--- config.mk ---
export PLATFORM = sky130hd
export DESIGN_NAME = running_mean_std_dev
export DESIGN_NICKNAME = d
export VERILOG_FILES = /design/src/rmsd_pkg.sv /design/src/running_mean_std_dev.sv /design/src/rmsd_fifo.sv /design/src/rmsd_front.sv /design/src/rmsd_back.sv
export SDC_FILE = /design/constraint.sdc
export NUM_CORES = 2
export LEC_CHECK = 0
export ABC_CLOCK_PERIOD_IN_PS = 15510
export BUFFER_PORTS_ARGS = -buffer_cell sky130_fd_sc_hd__buf_2
export CAP_MARGIN = 5
export CORE_UTILIZATION = 50
export CTS_CLUSTER_SIZE = 12
export DETAILED_ROUTE_END_ITERATION = 8
export HOLD_SLACK_MARGIN = 0.03
export PLACE_DENSITY = 0.66
export SETUP_SLACK_MARGIN = 0.02
export SYNTH_ARGS = -nofsm -noshare
export SYNTH_HDL_FRONTEND = slang
export SYNTH_HIERARCHICAL = 1
export SYNTH_SLANG_ARGS = --single-unit
--- constraint.sdc ---
create_clock -name clk -period 15.51 [get_ports clk]
set_clock_uncertainty 0.05 [all_clocks]
set_input_delay 3.102 -clock clk [delete_from_list [all_inputs] [get_ports clk]]
set_output_delay 3.102 -clock clk [all_outputs]
set_load 0.01 [all_outputs]
--- src/rmsd_pkg.sv ---
// shared types, codes and defaults for the running mean and standard deviation block
package rmsd_pkg;

    localparam int SAMPLE_WIDTH_DEF = 16;
    localparam int COUNT_WIDTH_DEF  = 17;
    localparam int REG_WIDTH        = 16;
    localparam int FIFO_DEPTH_DEF   = 4;

    localparam logic [REG_WIDTH-1:0] GOAL_RESET   = 16'd10;
    localparam logic [REG_WIDTH-1:0] THRESH_RESET = 16'd1280;

    // register indexes
    localparam logic REG_GOAL   = 1'b0;
    localparam logic REG_THRESH = 1'b1;

    typedef enum logic [1:0] {
        CMD_SAMPLE = 2'd0,
        CMD_START  = 2'd1,
        CMD_CANCEL = 2'd2
    } cmd_t;

    typedef enum logic [1:0] {
        STAT_RUNNING   = 2'd0,
        STAT_SUCCEEDED = 2'd1,
        STAT_ABORTED   = 2'd2,
        STAT_PREEMPTED = 2'd3
    } status_t;

endpackage

--- src/running_mean_std_dev.sv ---
// top level of the running mean and standard deviation block
// Running mean and standard deviation over runs of signed Q8.8 samples. The
// front part takes one command word per cycle while its queue has room, keeps
// the count, sum and sum of squares and queues one job per result. The back
// part takes one job at a time: both divisions by the count run together on a
// shift-subtract divider, one bit a cycle over the square-sum width, then the
// mean is squared, the difference formed, and the root is found digit by
// digit. Start and ignored words produce nothing. The result register lets
// the next job start while a word waits on the master side.
module running_mean_std_dev
    import rmsd_pkg::*;
#(
    parameter int SAMPLE_WIDTH = SAMPLE_WIDTH_DEF,
    parameter int COUNT_WIDTH  = COUNT_WIDTH_DEF,
    parameter int FIFO_DEPTH   = FIFO_DEPTH_DEF,
    localparam int IN_W  = ((SAMPLE_WIDTH + 7) / 8) * 8,
    localparam int OUT_F = COUNT_WIDTH + 3 * SAMPLE_WIDTH,
    localparam int OUT_W = ((OUT_F + 7) / 8) * 8
) (
    input  logic             clk,
    input  logic             rst_n,
    // slave side
    input  logic             s_tvalid,
    output logic             s_tready,
    input  logic [IN_W-1:0]  s_tdata,   // sample_value
    input  logic [7:0]       s_tuser,   // command
    // master side
    output logic             m_tvalid,
    input  logic             m_tready,
    output logic [OUT_W-1:0] m_tdata,   // sample_index, sample_echo, mean_value, std_dev_value
    output logic [7:0]       m_tuser,   // run_status
    // configuration
    input  logic             psel,
    input  logic             penable,
    input  logic             pwrite,
    input  logic [2:0]       paddr,
    input  logic [31:0]      pwdata,
    output logic [31:0]      prdata,
    output logic             pready
);
    localparam int SUM_W = SAMPLE_WIDTH + COUNT_WIDTH - 1;
    localparam int SQ_W  = 2 * SAMPLE_WIDTH + COUNT_WIDTH - 2;
    localparam int JOB_W = 2 + COUNT_WIDTH + SAMPLE_WIDTH + SUM_W + SQ_W;

    logic [REG_WIDTH-1:0] goal_reg, thresh_reg;

    logic             push, pop, full, empty;
    logic [JOB_W-1:0] push_data, pop_data;

    logic [COUNT_WIDTH-1:0]  sample_index;
    logic [SAMPLE_WIDTH-1:0] sample_echo, mean_value, std_dev_value;
    logic [1:0]              run_status;

    // register file, written in the access phase
    assign pready = 1'b1;

    always_ff @(posedge clk or negedge rst_n)
    begin
        if (!rst_n)
        begin
            goal_reg   <= GOAL_RESET;
            thresh_reg <= THRESH_RESET;
        end
        else if (psel && penable && pwrite && pready)
        begin
            unique case (paddr[2])
                REG_GOAL:   goal_reg   <= pwdata[REG_WIDTH-1:0];
                REG_THRESH: thresh_reg <= pwdata[REG_WIDTH-1:0];
                default:
                begin
                end
            endcase
        end
    end

    always_comb
    begin
        unique case (paddr[2])
            REG_GOAL:   prdata = {{(32-REG_WIDTH){1'b0}}, goal_reg};
            REG_THRESH: prdata = {{(32-REG_WIDTH){1'b0}}, thresh_reg};
            default:    prdata = '0;
        endcase
    end

    // front: command classification and accumulators
    rmsd_front #(
        .SAMPLE_WIDTH (SAMPLE_WIDTH),
        .COUNT_WIDTH  (COUNT_WIDTH)
    ) u_front (
        .clk          (clk),
        .rst_n        (rst_n),
        .in_valid     (s_tvalid),
        .in_ready     (s_tready),
        .command      (s_tuser[1:0]),
        .sample_value (s_tdata[SAMPLE_WIDTH-1:0]),
        .samples_goal (goal_reg),
        .push         (push),
        .push_data    (push_data),
        .full         (full)
    );

    // job queue so either side can stall alone
    rmsd_fifo #(
        .WIDTH (JOB_W),
        .DEPTH (FIFO_DEPTH)
    ) u_fifo (
        .clk       (clk),
        .rst_n     (rst_n),
        .push      (push),
        .push_data (push_data),
        .pop       (pop),
        .pop_data  (pop_data),
        .full      (full),
        .empty     (empty)
    );

    // back: division, square and root
    rmsd_back #(
        .SAMPLE_WIDTH (SAMPLE_WIDTH),
        .COUNT_WIDTH  (COUNT_WIDTH)
    ) u_back (
        .clk            (clk),
        .rst_n          (rst_n),
        .pop_data       (pop_data),
        .empty          (empty),
        .pop            (pop),
        .mean_threshold (thresh_reg),
        .out_valid      (m_tvalid),
        .out_ready      (m_tready),
        .sample_index   (sample_index),
        .sample_echo    (sample_echo),
        .mean_value     (mean_value),
        .std_dev_value  (std_dev_value),
        .run_status     (run_status)
    );

    // pack the result word, first field lowest
    assign m_tdata = {{(OUT_W-OUT_F){1'b0}}, std_dev_value, mean_value, sample_echo,
                      sample_index};
    assign m_tuser = {6'b0, run_status};
endmodule

--- src/rmsd_fifo.sv ---
// small word queue between the front and back parts
module rmsd_fifo
    import rmsd_pkg::*;
#(
    parameter int WIDTH = 8,
    parameter int DEPTH = FIFO_DEPTH_DEF
) (
    input  logic             clk,
    input  logic             rst_n,
    input  logic             push,
    input  logic [WIDTH-1:0] push_data,
    input  logic             pop,
    output logic [WIDTH-1:0] pop_data,
    output logic             full,
    output logic             empty
);
    localparam int ADDR_W = (DEPTH > 1) ? $clog2(DEPTH) : 1;

    logic [WIDTH-1:0] mem_reg [DEPTH];
    logic [ADDR_W:0]  wr_ptr_reg, rd_ptr_reg;

    assign empty    = (wr_ptr_reg == rd_ptr_reg);
    assign full     = (wr_ptr_reg[ADDR_W] != rd_ptr_reg[ADDR_W])
                   && (wr_ptr_reg[ADDR_W-1:0] == rd_ptr_reg[ADDR_W-1:0]);
    assign pop_data = mem_reg[rd_ptr_reg[ADDR_W-1:0]];

    always_ff @(posedge clk)
    begin
        if (push && !full)
        begin
            mem_reg[wr_ptr_reg[ADDR_W-1:0]] <= push_data;
        end
    end

    always_ff @(posedge clk or negedge rst_n)
    begin
        if (!rst_n)
        begin
            wr_ptr_reg <= '0;
            rd_ptr_reg <= '0;
        end
        else
        begin
            if (push && !full)
            begin
                wr_ptr_reg <= wr_ptr_reg + 1'b1;
            end
            if (pop && !empty)
            begin
                rd_ptr_reg <= rd_ptr_reg + 1'b1;
            end
        end
    end
endmodule

--- src/rmsd_front.sv ---
// front part: takes commands, keeps the run accumulators, queues jobs
module rmsd_front
    import rmsd_pkg::*;
#(
    parameter int SAMPLE_WIDTH = SAMPLE_WIDTH_DEF,
    parameter int COUNT_WIDTH  = COUNT_WIDTH_DEF,
    localparam int SUM_W = SAMPLE_WIDTH + COUNT_WIDTH - 1,
    localparam int SQ_W  = 2 * SAMPLE_WIDTH + COUNT_WIDTH - 2,
    localparam int JOB_W = 2 + COUNT_WIDTH + SAMPLE_WIDTH + SUM_W + SQ_W
) (
    input  logic                    clk,
    input  logic                    rst_n,
    input  logic                    in_valid,
    output logic                    in_ready,
    input  logic [1:0]              command,
    input  logic [SAMPLE_WIDTH-1:0] sample_value,
    input  logic [REG_WIDTH-1:0]    samples_goal,
    output logic                    push,
    output logic [JOB_W-1:0]        push_data,
    input  logic                    full
);
    typedef struct packed {
        logic                    cancel;
        logic                    last;
        logic [COUNT_WIDTH-1:0]  count;
        logic [SAMPLE_WIDTH-1:0] sample;
        logic [SUM_W-1:0]        sum;
        logic [SQ_W-1:0]         sq;
    } job_t;

    logic                   active_reg, active_next;
    logic [COUNT_WIDTH-1:0] count_reg, count_next;
    logic [SUM_W-1:0]       sum_reg, sum_next;
    logic [SQ_W-1:0]        sq_reg, sq_next;

    logic                      accept;
    logic [SAMPLE_WIDTH-1:0]   mag;
    logic [2*SAMPLE_WIDTH-1:0] mag_sq;
    logic [COUNT_WIDTH-1:0]    count_inc;
    job_t                      job;

    assign in_ready  = !full;
    assign accept    = in_valid && in_ready;
    assign mag       = sample_value[SAMPLE_WIDTH-1] ? (~sample_value + 1'b1) : sample_value;
    assign mag_sq    = mag * mag;
    assign count_inc = (count_reg == '1) ? count_reg : (count_reg + 1'b1);

    always_comb
    begin
        active_next = active_reg;
        count_next  = count_reg;
        sum_next    = sum_reg;
        sq_next     = sq_reg;
        push        = 1'b0;
        job         = '0;
        if (accept)
        begin
            unique case (command)
                CMD_START:
                begin
                    active_next = 1'b1;
                    count_next  = '0;
                    sum_next    = '0;
                    sq_next     = '0;
                end
                CMD_CANCEL:
                begin
                    if (active_reg)
                    begin
                        active_next = 1'b0;
                        push        = 1'b1;
                        job.cancel  = 1'b1;
                        job.count   = count_reg;
                    end
                end
                CMD_SAMPLE:
                begin
                    if (active_reg)
                    begin
                        count_next = count_inc;
                        sum_next   = sum_reg + {{(SUM_W-SAMPLE_WIDTH){sample_value[SAMPLE_WIDTH-1]}},
                                                sample_value};
                        sq_next    = sq_reg + {{(SQ_W-2*SAMPLE_WIDTH){1'b0}}, mag_sq};
                        push       = 1'b1;
                        job.last   = (count_inc > samples_goal);
                        job.count  = count_inc;
                        job.sample = sample_value;
                        job.sum    = sum_next;
                        job.sq     = sq_next;
                        if (job.last)
                        begin
                            active_next = 1'b0;
                        end
                    end
                end
                default:
                begin
                end
            endcase
        end
    end

    assign push_data = job;

    always_ff @(posedge clk or negedge rst_n)
    begin
        if (!rst_n)
        begin
            active_reg <= 1'b0;
            count_reg  <= '0;
            sum_reg    <= '0;
            sq_reg     <= '0;
        end
        else
        begin
            active_reg <= active_next;
            count_reg  <= count_next;
            sum_reg    <= sum_next;
            sq_reg     <= sq_next;
        end
    end
endmodule

--- src/rmsd_back.sv ---
// back part: divides, squares and takes the root, then holds the result word
module rmsd_back
    import rmsd_pkg::*;
#(
    parameter int SAMPLE_WIDTH = SAMPLE_WIDTH_DEF,
    parameter int COUNT_WIDTH  = COUNT_WIDTH_DEF,
    localparam int SUM_W = SAMPLE_WIDTH + COUNT_WIDTH - 1,
    localparam int SQ_W  = 2 * SAMPLE_WIDTH + COUNT_WIDTH - 2,
    localparam int JOB_W = 2 + COUNT_WIDTH + SAMPLE_WIDTH + SUM_W + SQ_W
) (
    input  logic                    clk,
    input  logic                    rst_n,
    input  logic [JOB_W-1:0]        pop_data,
    input  logic                    empty,
    output logic                    pop,
    input  logic [REG_WIDTH-1:0]    mean_threshold,
    output logic                    out_valid,
    input  logic                    out_ready,
    output logic [COUNT_WIDTH-1:0]  sample_index,
    output logic [SAMPLE_WIDTH-1:0] sample_echo,
    output logic [SAMPLE_WIDTH-1:0] mean_value,
    output logic [SAMPLE_WIDTH-1:0] std_dev_value,
    output logic [1:0]              run_status
);
    localparam int DIVW   = SQ_W;
    localparam int DIFF_W = 2 * SUM_W;
    localparam int ROOT_W = SUM_W;
    localparam int DSTEP_W = $clog2(DIVW + 1);
    localparam int RSTEP_W = $clog2(ROOT_W + 1);

    typedef struct packed {
        logic                    cancel;
        logic                    last;
        logic [COUNT_WIDTH-1:0]  count;
        logic [SAMPLE_WIDTH-1:0] sample;
        logic [SUM_W-1:0]        sum;
        logic [SQ_W-1:0]         sq;
    } job_t;

    typedef enum logic [5:0] {
        B_IDLE = 6'b000001,
        B_DIV  = 6'b000010,
        B_MUL  = 6'b000100,
        B_SUBT = 6'b001000,
        B_ROOT = 6'b010000,
        B_DONE = 6'b100000
    } back_state_t;

    back_state_t        state_reg;
    job_t               job_reg, job_in;
    logic               neg_reg;
    logic [DIVW-1:0]    num_reg, sqn_reg;
    logic [COUNT_WIDTH-1:0] rem_a_reg, rem_b_reg;
    logic [DSTEP_W-1:0] dstep_reg;
    logic [RSTEP_W-1:0] rstep_reg;
    logic [SUM_W-1:0]   mean_reg;
    logic [DIFF_W-1:0]  msq_reg, x_reg;
    logic [ROOT_W:0]    rrem_reg;
    logic [ROOT_W-1:0]  root_reg;

    logic                   out_valid_reg;
    logic [COUNT_WIDTH-1:0] index_reg;
    logic [SAMPLE_WIDTH-1:0] echo_reg, mean_out_reg, sd_reg;
    logic [1:0]             status_reg;

    logic [COUNT_WIDTH:0]   ra, rb, den;
    logic                   qa, qb;
    logic [SUM_W-1:0]       qmag, abs_sum;
    logic [DIFF_W-1:0]      sq_ext;
    logic [ROOT_W+2:0]      rr, trial;
    logic                   rge;
    logic                   load;
    logic [SAMPLE_WIDTH-1:0] sd_sat;

    assign job_in  = job_t'(pop_data);
    assign pop     = (state_reg == B_IDLE) && !empty;
    assign abs_sum = job_in.sum[SUM_W-1] ? (~job_in.sum + 1'b1) : job_in.sum;

    // one restoring step on both quotients
    assign den = {1'b0, job_reg.count};
    assign ra  = {rem_a_reg, num_reg[DIVW-1]};
    assign rb  = {rem_b_reg, sqn_reg[DIVW-1]};
    assign qa  = (ra >= den);
    assign qb  = (rb >= den);

    assign qmag   = num_reg[SUM_W-1:0];
    assign sq_ext = {{(DIFF_W-SQ_W){1'b0}}, sqn_reg[SQ_W-1:0]};

    // one digit of the square root
    assign rr    = {rrem_reg, x_reg[DIFF_W-1 -: 2]};
    assign trial = {1'b0, root_reg, 2'b01};
    assign rge   = (rr >= trial);

    assign sd_sat = (|root_reg[ROOT_W-1:SAMPLE_WIDTH]) ? '1 : root_reg[SAMPLE_WIDTH-1:0];
    assign load   = (state_reg == B_DONE) && (!out_valid_reg || out_ready);

    always_ff @(posedge clk)
    begin
        unique case (state_reg)
            B_IDLE:
            begin
                job_reg   <= job_in;
                neg_reg   <= job_in.sum[SUM_W-1];
                num_reg   <= {{(DIVW-SUM_W){1'b0}}, abs_sum};
                sqn_reg   <= job_in.sq;
                rem_a_reg <= '0;
                rem_b_reg <= '0;
            end
            B_DIV:
            begin
                rem_a_reg <= qa ? COUNT_WIDTH'(ra - den) : ra[COUNT_WIDTH-1:0];
                rem_b_reg <= qb ? COUNT_WIDTH'(rb - den) : rb[COUNT_WIDTH-1:0];
                num_reg   <= {num_reg[DIVW-2:0], qa};
                sqn_reg   <= {sqn_reg[DIVW-2:0], qb};
            end
            B_MUL:
            begin
                msq_reg  <= qmag * qmag;
                mean_reg <= neg_reg ? (~qmag + 1'b1) : qmag;
            end
            B_SUBT:
            begin
                x_reg    <= (sq_ext >= msq_reg) ? (sq_ext - msq_reg) : (msq_reg - sq_ext);
                rrem_reg <= '0;
                root_reg <= '0;
            end
            B_ROOT:
            begin
                rrem_reg <= rge ? (ROOT_W+1)'(rr - trial) : rr[ROOT_W:0];
                root_reg <= {root_reg[ROOT_W-2:0], rge};
                x_reg    <= {x_reg[DIFF_W-3:0], 2'b00};
            end
            B_DONE:
            begin
            end
            default:
            begin
            end
        endcase
        if (load)
        begin
            index_reg <= job_reg.count;
            if (job_reg.cancel)
            begin
                echo_reg     <= '0;
                mean_out_reg <= '0;
                sd_reg       <= '0;
                status_reg   <= STAT_PREEMPTED;
            end
            else
            begin
                echo_reg     <= job_reg.sample;
                mean_out_reg <= mean_reg[SAMPLE_WIDTH-1:0];
                sd_reg       <= sd_sat;
                if (!job_reg.last)
                begin
                    status_reg <= STAT_RUNNING;
                end
                else if ($signed(mean_reg) < $signed(mean_threshold))
                begin
                    status_reg <= STAT_ABORTED;
                end
                else
                begin
                    status_reg <= STAT_SUCCEEDED;
                end
            end
        end
    end

    always_ff @(posedge clk or negedge rst_n)
    begin
        if (!rst_n)
        begin
            state_reg     <= B_IDLE;
            dstep_reg     <= '0;
            rstep_reg     <= '0;
            out_valid_reg <= 1'b0;
        end
        else
        begin
            unique case (state_reg)
                B_IDLE:
                begin
                    dstep_reg <= '0;
                    if (!empty)
                    begin
                        state_reg <= job_in.cancel ? B_DONE : B_DIV;
                    end
                end
                B_DIV:
                begin
                    dstep_reg <= dstep_reg + 1'b1;
                    if (dstep_reg == DSTEP_W'(DIVW - 1))
                    begin
                        state_reg <= B_MUL;
                    end
                end
                B_MUL:
                begin
                    state_reg <= B_SUBT;
                end
                B_SUBT:
                begin
                    rstep_reg <= '0;
                    state_reg <= B_ROOT;
                end
                B_ROOT:
                begin
                    rstep_reg <= rstep_reg + 1'b1;
                    if (rstep_reg == RSTEP_W'(ROOT_W - 1))
                    begin
                        state_reg <= B_DONE;
                    end
                end
                B_DONE:
                begin
                    if (load)
                    begin
                        state_reg <= B_IDLE;
                    end
                end
                default:
                begin
                    state_reg <= B_IDLE;
                end
            endcase
            if (load)
            begin
                out_valid_reg <= 1'b1;
            end
            else if (out_ready)
            begin
                out_valid_reg <= 1'b0;
            end
        end
    end

    assign out_valid     = out_valid_reg;
    assign sample_index  = index_reg;
    assign sample_echo   = echo_reg;
    assign mean_value    = mean_out_reg;
    assign std_dev_value = sd_reg;
    assign run_status    = status_reg;

    a_pop_idle: assert property (@(posedge clk) disable iff (!rst_n)
        pop |-> (state_reg == B_IDLE))
        else $error("job taken while back part busy");

    a_load_valid: assert property (@(posedge clk) disable iff (!rst_n)
        load |=> out_valid_reg)
        else $error("finished result not presented");

    a_preempt_zero: assert property (@(posedge clk) disable iff (!rst_n)
        (out_valid_reg && (status_reg == STAT_PREEMPTED))
            |-> (echo_reg == '0) && (mean_out_reg == '0) && (sd_reg == '0))
        else $error("preempted word carries statistics");

    a_index_nonzero: assert property (@(posedge clk) disable iff (!rst_n)
        (out_valid_reg && (status_reg != STAT_PREEMPTED)) |-> (index_reg != '0))
        else $error("sample word with zero index");
endmodule
## Word-level counts from Yosys, hierarchy flattened

Memory sizes are Yosys's and may differ from the RTL's.
Cells that the tools add are included.

| operators by class | value |
|---|---|
| reduce and logical (&&, ||, !) cells | 25 |
| magnitude comparators | 6 |
| multiplexer cells | 50 |
| equal/unequal tests | 19 |
| bitwise operators | 4 |
| multipliers | 2 |
| add/sub/neg operators | 15 |

Operator list:

| operator | count |
|---|---|
| $pmux W47 S2 | 3 |
| $pmux W32 S2 | 3 |
| $pmux W17 S2 | 4 |
| $pmux W64 S2 | 1 |
| $mux W114 | 1 |
| $mux W113 | 1 |
| $mux W32 | 3 |
| $mux W95 | 1 |
| $mux W17 | 5 |
| $pmux W33 S2 | 1 |
| $add A32 B1 Y32 const B | 2 |
| $ge A47 B64 Y1 | 1 |
| $mul A32 B32 Y64 | 1 |
| $mux W64 | 1 |
| $not A32 Y32 | 2 |
| $sub A47 B64 Y64 | 1 |
| $sub A64 B47 Y64 | 1 |
| $add A47 B32 Y47 | 1 |
| $mux W47 | 1 |
| $ge A18 B17 Y1 | 2 |
| $pmux W6 S6 | 1 |
| $ge A35 B34 Y1 | 1 |
| $sub A17 B17 Y17 | 2 |
| $mux W33 | 1 |
| other kinds (42) | 80 |

| word-level totals | value |
|---|---|
| memories | 1 |
| word-level logic and storage cells | 153 |
| memory bits (writable) | 456 |
| input bits | 66 |
| flip-flop bits (word level) | 610 |

Memory list:

| name | depth | bits a word | read ports | clocked after memory_dff | wr ports | line | RTL |
|---|---|---|---|---|---|---|---|
| u_fifo.mem_reg | 4 | 114 | 1 | 0 | 1 | rmsd_fifo.sv:19 | `logic [WIDTH-1:0] mem_reg [DEPTH];` |

## Logic depth before layout (Yosys ltp)

| logic depth | value |
|---|---|
| word-level depth | 8 |
| mapped depth | 32 |
| gate-level depth less buffers | 30 |

## Cells and area by module

The synthesis kept the hierarchy.

By module, submodules not included:

| module | cells each | sequential area each (um^2) | area an instance (um^2) | times used |
|---|---|---|---|---|
| rmsd_back | 6149 | 14109.8 | 58911.5 | 1 |
| rmsd_fifo | 644 | 13843.3 | 16945.0 | 1 |
| rmsd_front | 1852 | 2427.3 | 15556.2 | 1 |
| running_mean_std_dev | 118 | 805.8 | 1700.4 | 1 |

## Worst setup path after synthesis

No wires, ideal clock.

| path | value |
|---|---|
| kind | input to register |
| start point | input port s_tdata[0] |
| end point | memory u_fifo/mem_reg[0][44] (netlist name) (data pin) |
| setup slack | 5294 ps |
| path buffers | 2 |
| data required time | 15281 ps |
| stages on the path | 30 |
| arrival | 9987 ps |
| cells stage by stage | clkbuf_1 clkinv_1 ha_1 inv_1 nand2_1 xor2_1 clkinv_1 nand2_1 inv_1 fa_1 inv_1 fa_1 fa_1 inv_1 fa_1 fa_1 inv_1 fa_1 inv_1 ha_1 clkbuf_2 nand3_1 o211ai_2 a21oi_2 a2111oi_4 o31ai_2 a21oi_4 nand2_4 or3_1 a21oi_1 |

| on the way | value |
|---|---|
| longest elaborated chain between the ends | 8 |

RTL lines:

| element | line | RTL |
|---|---|---|
| from (decl) | running_mean_std_dev.sv:25 | `input logic [IN_W-1:0] s_tdata,` |
| $not A16 Y16 | rmsd_front.sv:44 | `assign mag = sample_value[SAMPLE_WIDTH-1] ? (~sample_value + 1'b1) : sample_value;` |
| $add A16 B1 Y16 | rmsd_front.sv:44 |  |
| $mux W16 (*) | rmsd_front.sv:44 |  |
| $mul A16 B16 Y32 (*) | rmsd_front.sv:45 | `assign mag_sq = mag * mag;` |
| $add A47 B32 Y47 (*) | rmsd_front.sv:83 | `sq_next = sq_reg + {{(SQ_W-2*SAMPLE_WIDTH){1'b0}}, mag_sq};` |
| $mux W113 (*) | rmsd_front.sv:78 | `if (active_reg)` |
| $mux W95 (*) | rmsd_front.sv:58 | `unique case (command)` |
| $mux W114 (*) | rmsd_front.sv:56 | `if (accept)` |
| named net push_data[44] | running_mean_std_dev.sv:48 | `logic [JOB_W-1:0] push_data, pop_data;` |
| to (decl) | rmsd_fifo.sv:19 |  |

The timed path passes the listed nets; every way through them passes the cells marked *.

## Worst setup path after layout

| path | value |
|---|---|
| start point | input port s_tdata[2] |
| end point | memory u_fifo/mem_reg[0][41] (netlist name) (data pin) |

The elaborated chain is that of the path after synthesis.

==> impl_results.md <==
* Outcome: complete, no violations
* Post-synthesis cell count at between 8000 and 9000
* Final hold vios at 0
* Post-Layout Cell Count at about 11000
* Critical Path RT at 16000 ps
* Die Wd at 433.5 um
* Inst Count DP at about 11000
* Cell Rows at around 160
* Layout cell share with drive strength beyond 1 at 0.07748
* Wire per inst at 21.69 um
* DR DRC count at 0
* Maximum clock rate at around 90 MHz
* Final worst-path cycle share at 0.7191
* Post-detail-place hpwl at 188400 um
* Sequential fraction of the synthesis area at 0.3349
* Met3 Resource Use GR at 0.03031
* Most frequent cells in the layout: inv_1 (1571), fa_1 (993), edfxtp_1 (910)
* Iteration-0 DRC Markers at between 5000 and 6000
* I/O Buffers at 126
* CTS Buf Count at ~120
* Max Fanout on Critical Path at 10
* CTS Hold Bufs at 0
* Number of global-route vias before repair at between 60000 and 70000
* Clk sinks at 1064
* Clock Tree Root: clkbuf_16
* Nets at about 10000
* Slew Viols, Final at 0
* DR vias/cell at about 5.6
* Synthesized area at 93110 um^2
* Gr busiest metal: met2
* Most used DFF post-synth: edfxtp_1
* Die area at approximately 190000 um^2
* HP Class: reg -> reg
* Syn avg cell area at between 10 and 15 um^2
* M2 GR Usage at 0.4297
* Initial antenna violation count at 8
* IO Count at approximately 180
* WL final at 246100 um
* Detail Route Antenna Nets at 0
* Largest register FFs at roughly 460
* Setup TNS Final at 0 ps
* Initial Util at 0.5027
* CTS resizes at 0
* Critical path launch point type: input port
* CTS tree: yes
* Commonest non-fill, non-tap cell in the layout: inv_1
* Largest net degree at the start of global routing at 150
* Worst Path Arrival at about 12000 ps
* Max-slew headroom at 0.3130
* Seq cells post-synth at roughly 1100
* Yosys warns at 6
* RSZ-0062 raised after global routing: false
* Minimum clock period at between 10000 and 15000 ps
* EDFF count, synth at about 900
* Synth async-reset ratio at 0.1447
* Vert. Die Dim at ~430 um
* Worst Tran Pin Value at 1021 ps
* Max Buffers Root-to-Sink at 3
* Postcts setup bufs at 0
* Core box area at approximately 190000 um^2
* Clock latency on the worst-skew pair at approximately 780 ps
* Synth unique cells at roughly 120
* Max_cap viols at 0
* CTS H-tree lvls at 3
* Pre-Repair DR Iteration Count at 8
* Clk pin slew, worst setup/hold paths at approximately 60 ps
* Final setup violating endpoints at 0
* Routability cong. at ~0.95
* Via count at roughly 63000
* Met1 Track Usage GR at 0.3676
* Overall Global Routing Usage at 0.2671
* Setup crit end kind: flop
* Critical setup path kind: in -> reg
* Area growth syn-to-layout at 7.551%
* Total gr overflow at 0
* First-pass GRT wire length at about 380000 um
* R2R setup slack at approximately 5300 ps
-- cell usage after synthesis, types with 38 or more instances --
cell type	number	share of area
o21bai_1	42	0.0034
a21oi_1	410	0.022
a31oi_1	38	0.0026
mux2i_1	88	0.0095
a211oi_1	45	0.0036
and2_1	284	0.019
xor2_1	154	0.014
nand2_1	697	0.028
nor3_1	68	0.0037
dfrtp_1	149	0.040
and3_1	53	0.0036
nor2_1	511	0.021
clkbuf_1	273	0.011
mux2_2	44	0.0053
o21a_1	38	0.0031
edfxtp_1	910	0.29
o21ai_0	290	0.016
a21o_1	218	0.018
buf_4	41	0.0033
ha_1	656	0.088
fa_1	993	0.21
inv_1	1573	0.063
o31ai_1	47	0.0038
mux4_2	114	0.028
xnor2_1	210	0.020
nand3_1	86	0.0046
nor2b_1	70	0.0047
nand4_1	76	0.0051
o21ai_1	65	0.0035
-- logic make-up (layout without fill, tap and decap cells) --
kind of cell	count (synthesis)	in the layout	share of synthesized area
xor gates and xnor gates	368	368	0.03506
and+or+nand+nor	2030	2030	0.1043
adders and majority gates	1649	1649	0.3016
DFF	1064	1064	0.3349
AOI/OAI and AO/OA	1411	1411	0.09652
muxes	260	260	0.04445
buffers and inverters	1977	2032	0.08296
other	4	49	0.0001612
-- worst max-delay path, cell delays in order --
cell and delay, ps:
buf_2 160, or3_1 440, nor3_2 240, nand3_1 200
nand2_1 120, xor2_1 660, clkinv_1 600, nand2_1 290
fa_1 480, fa_1 530, fa_1 520, inv_1 50
fa_1 510, fa_1 490, inv_1 50, fa_1 520
inv_1 60, ha_1 370, a21oi_1 250, o21ai_0 170
a21oi_1 340, o2111ai_1 340, a41oi_2 610, nor3b_2 110
xnor2_1 150, nor2_1 250
-- layout make-up --
cell class	instances	area, um^2
fill	16195	85090
multi-input combinational	5758	54450
inverter	1594	5986
sequential	1064	31190
clock buffer	170	3279
clock inverter	55	793.3
timing repair buffer	213	1315
tap	2480	3103
antenna	9	22.52
-- layer usage --
metal / up-vias / part of all wire / wire [um]
met4: 2 / 0.046 / 11400
met1: 32033 / 0.43 / 106400
met2: 1821 / 0.47 / 115000
met5: - / 0.000028 / 7
met3: 345 / 0.054 / 13200
li1: 28990 / - / -
-- path summary, 6_finish.rpt --
kind	depth (start not counted)	startpoint	to
max reg2reg	26	u_back/num_reg[16]	u_back/msq_reg[59]
min in group asynchronous	1	rst_n	u_front/sq_reg[16]
max in group asynchronous	2	rst_n	goal_reg[4]
max	26	s_tdata[2]	u_fifo/mem_reg[0][41]
min reg2reg	0	u_back/den[6]	u_back/sample_index[6]
min	0	u_back/den[6]	u_back/sample_index[6]
-- through the flow --
| stage | worst slack (ps) | hold WS (ps) | util | cell area (um^2) |
|---|---|---|---|---|
| finish | 4357 | 415.4 | 0.5406 | 100100 |
| global route | 4015 | 436.3 | 0.5405 | 100100 |
| CTS | 4538 | 408.3 | 0.5405 | 100100 |
| detailed placement | 3740 | 406.4 | 0.5185 | 96050 |
| global placement | 3800 | 391.2 | 0.5185 | 96050 |
| floorplan | 5294 | 376.4 | - | 93250 |
Power is not shown: default switching activity piles up to over one toggle a cycle in this logic, so the estimate is an artifact.
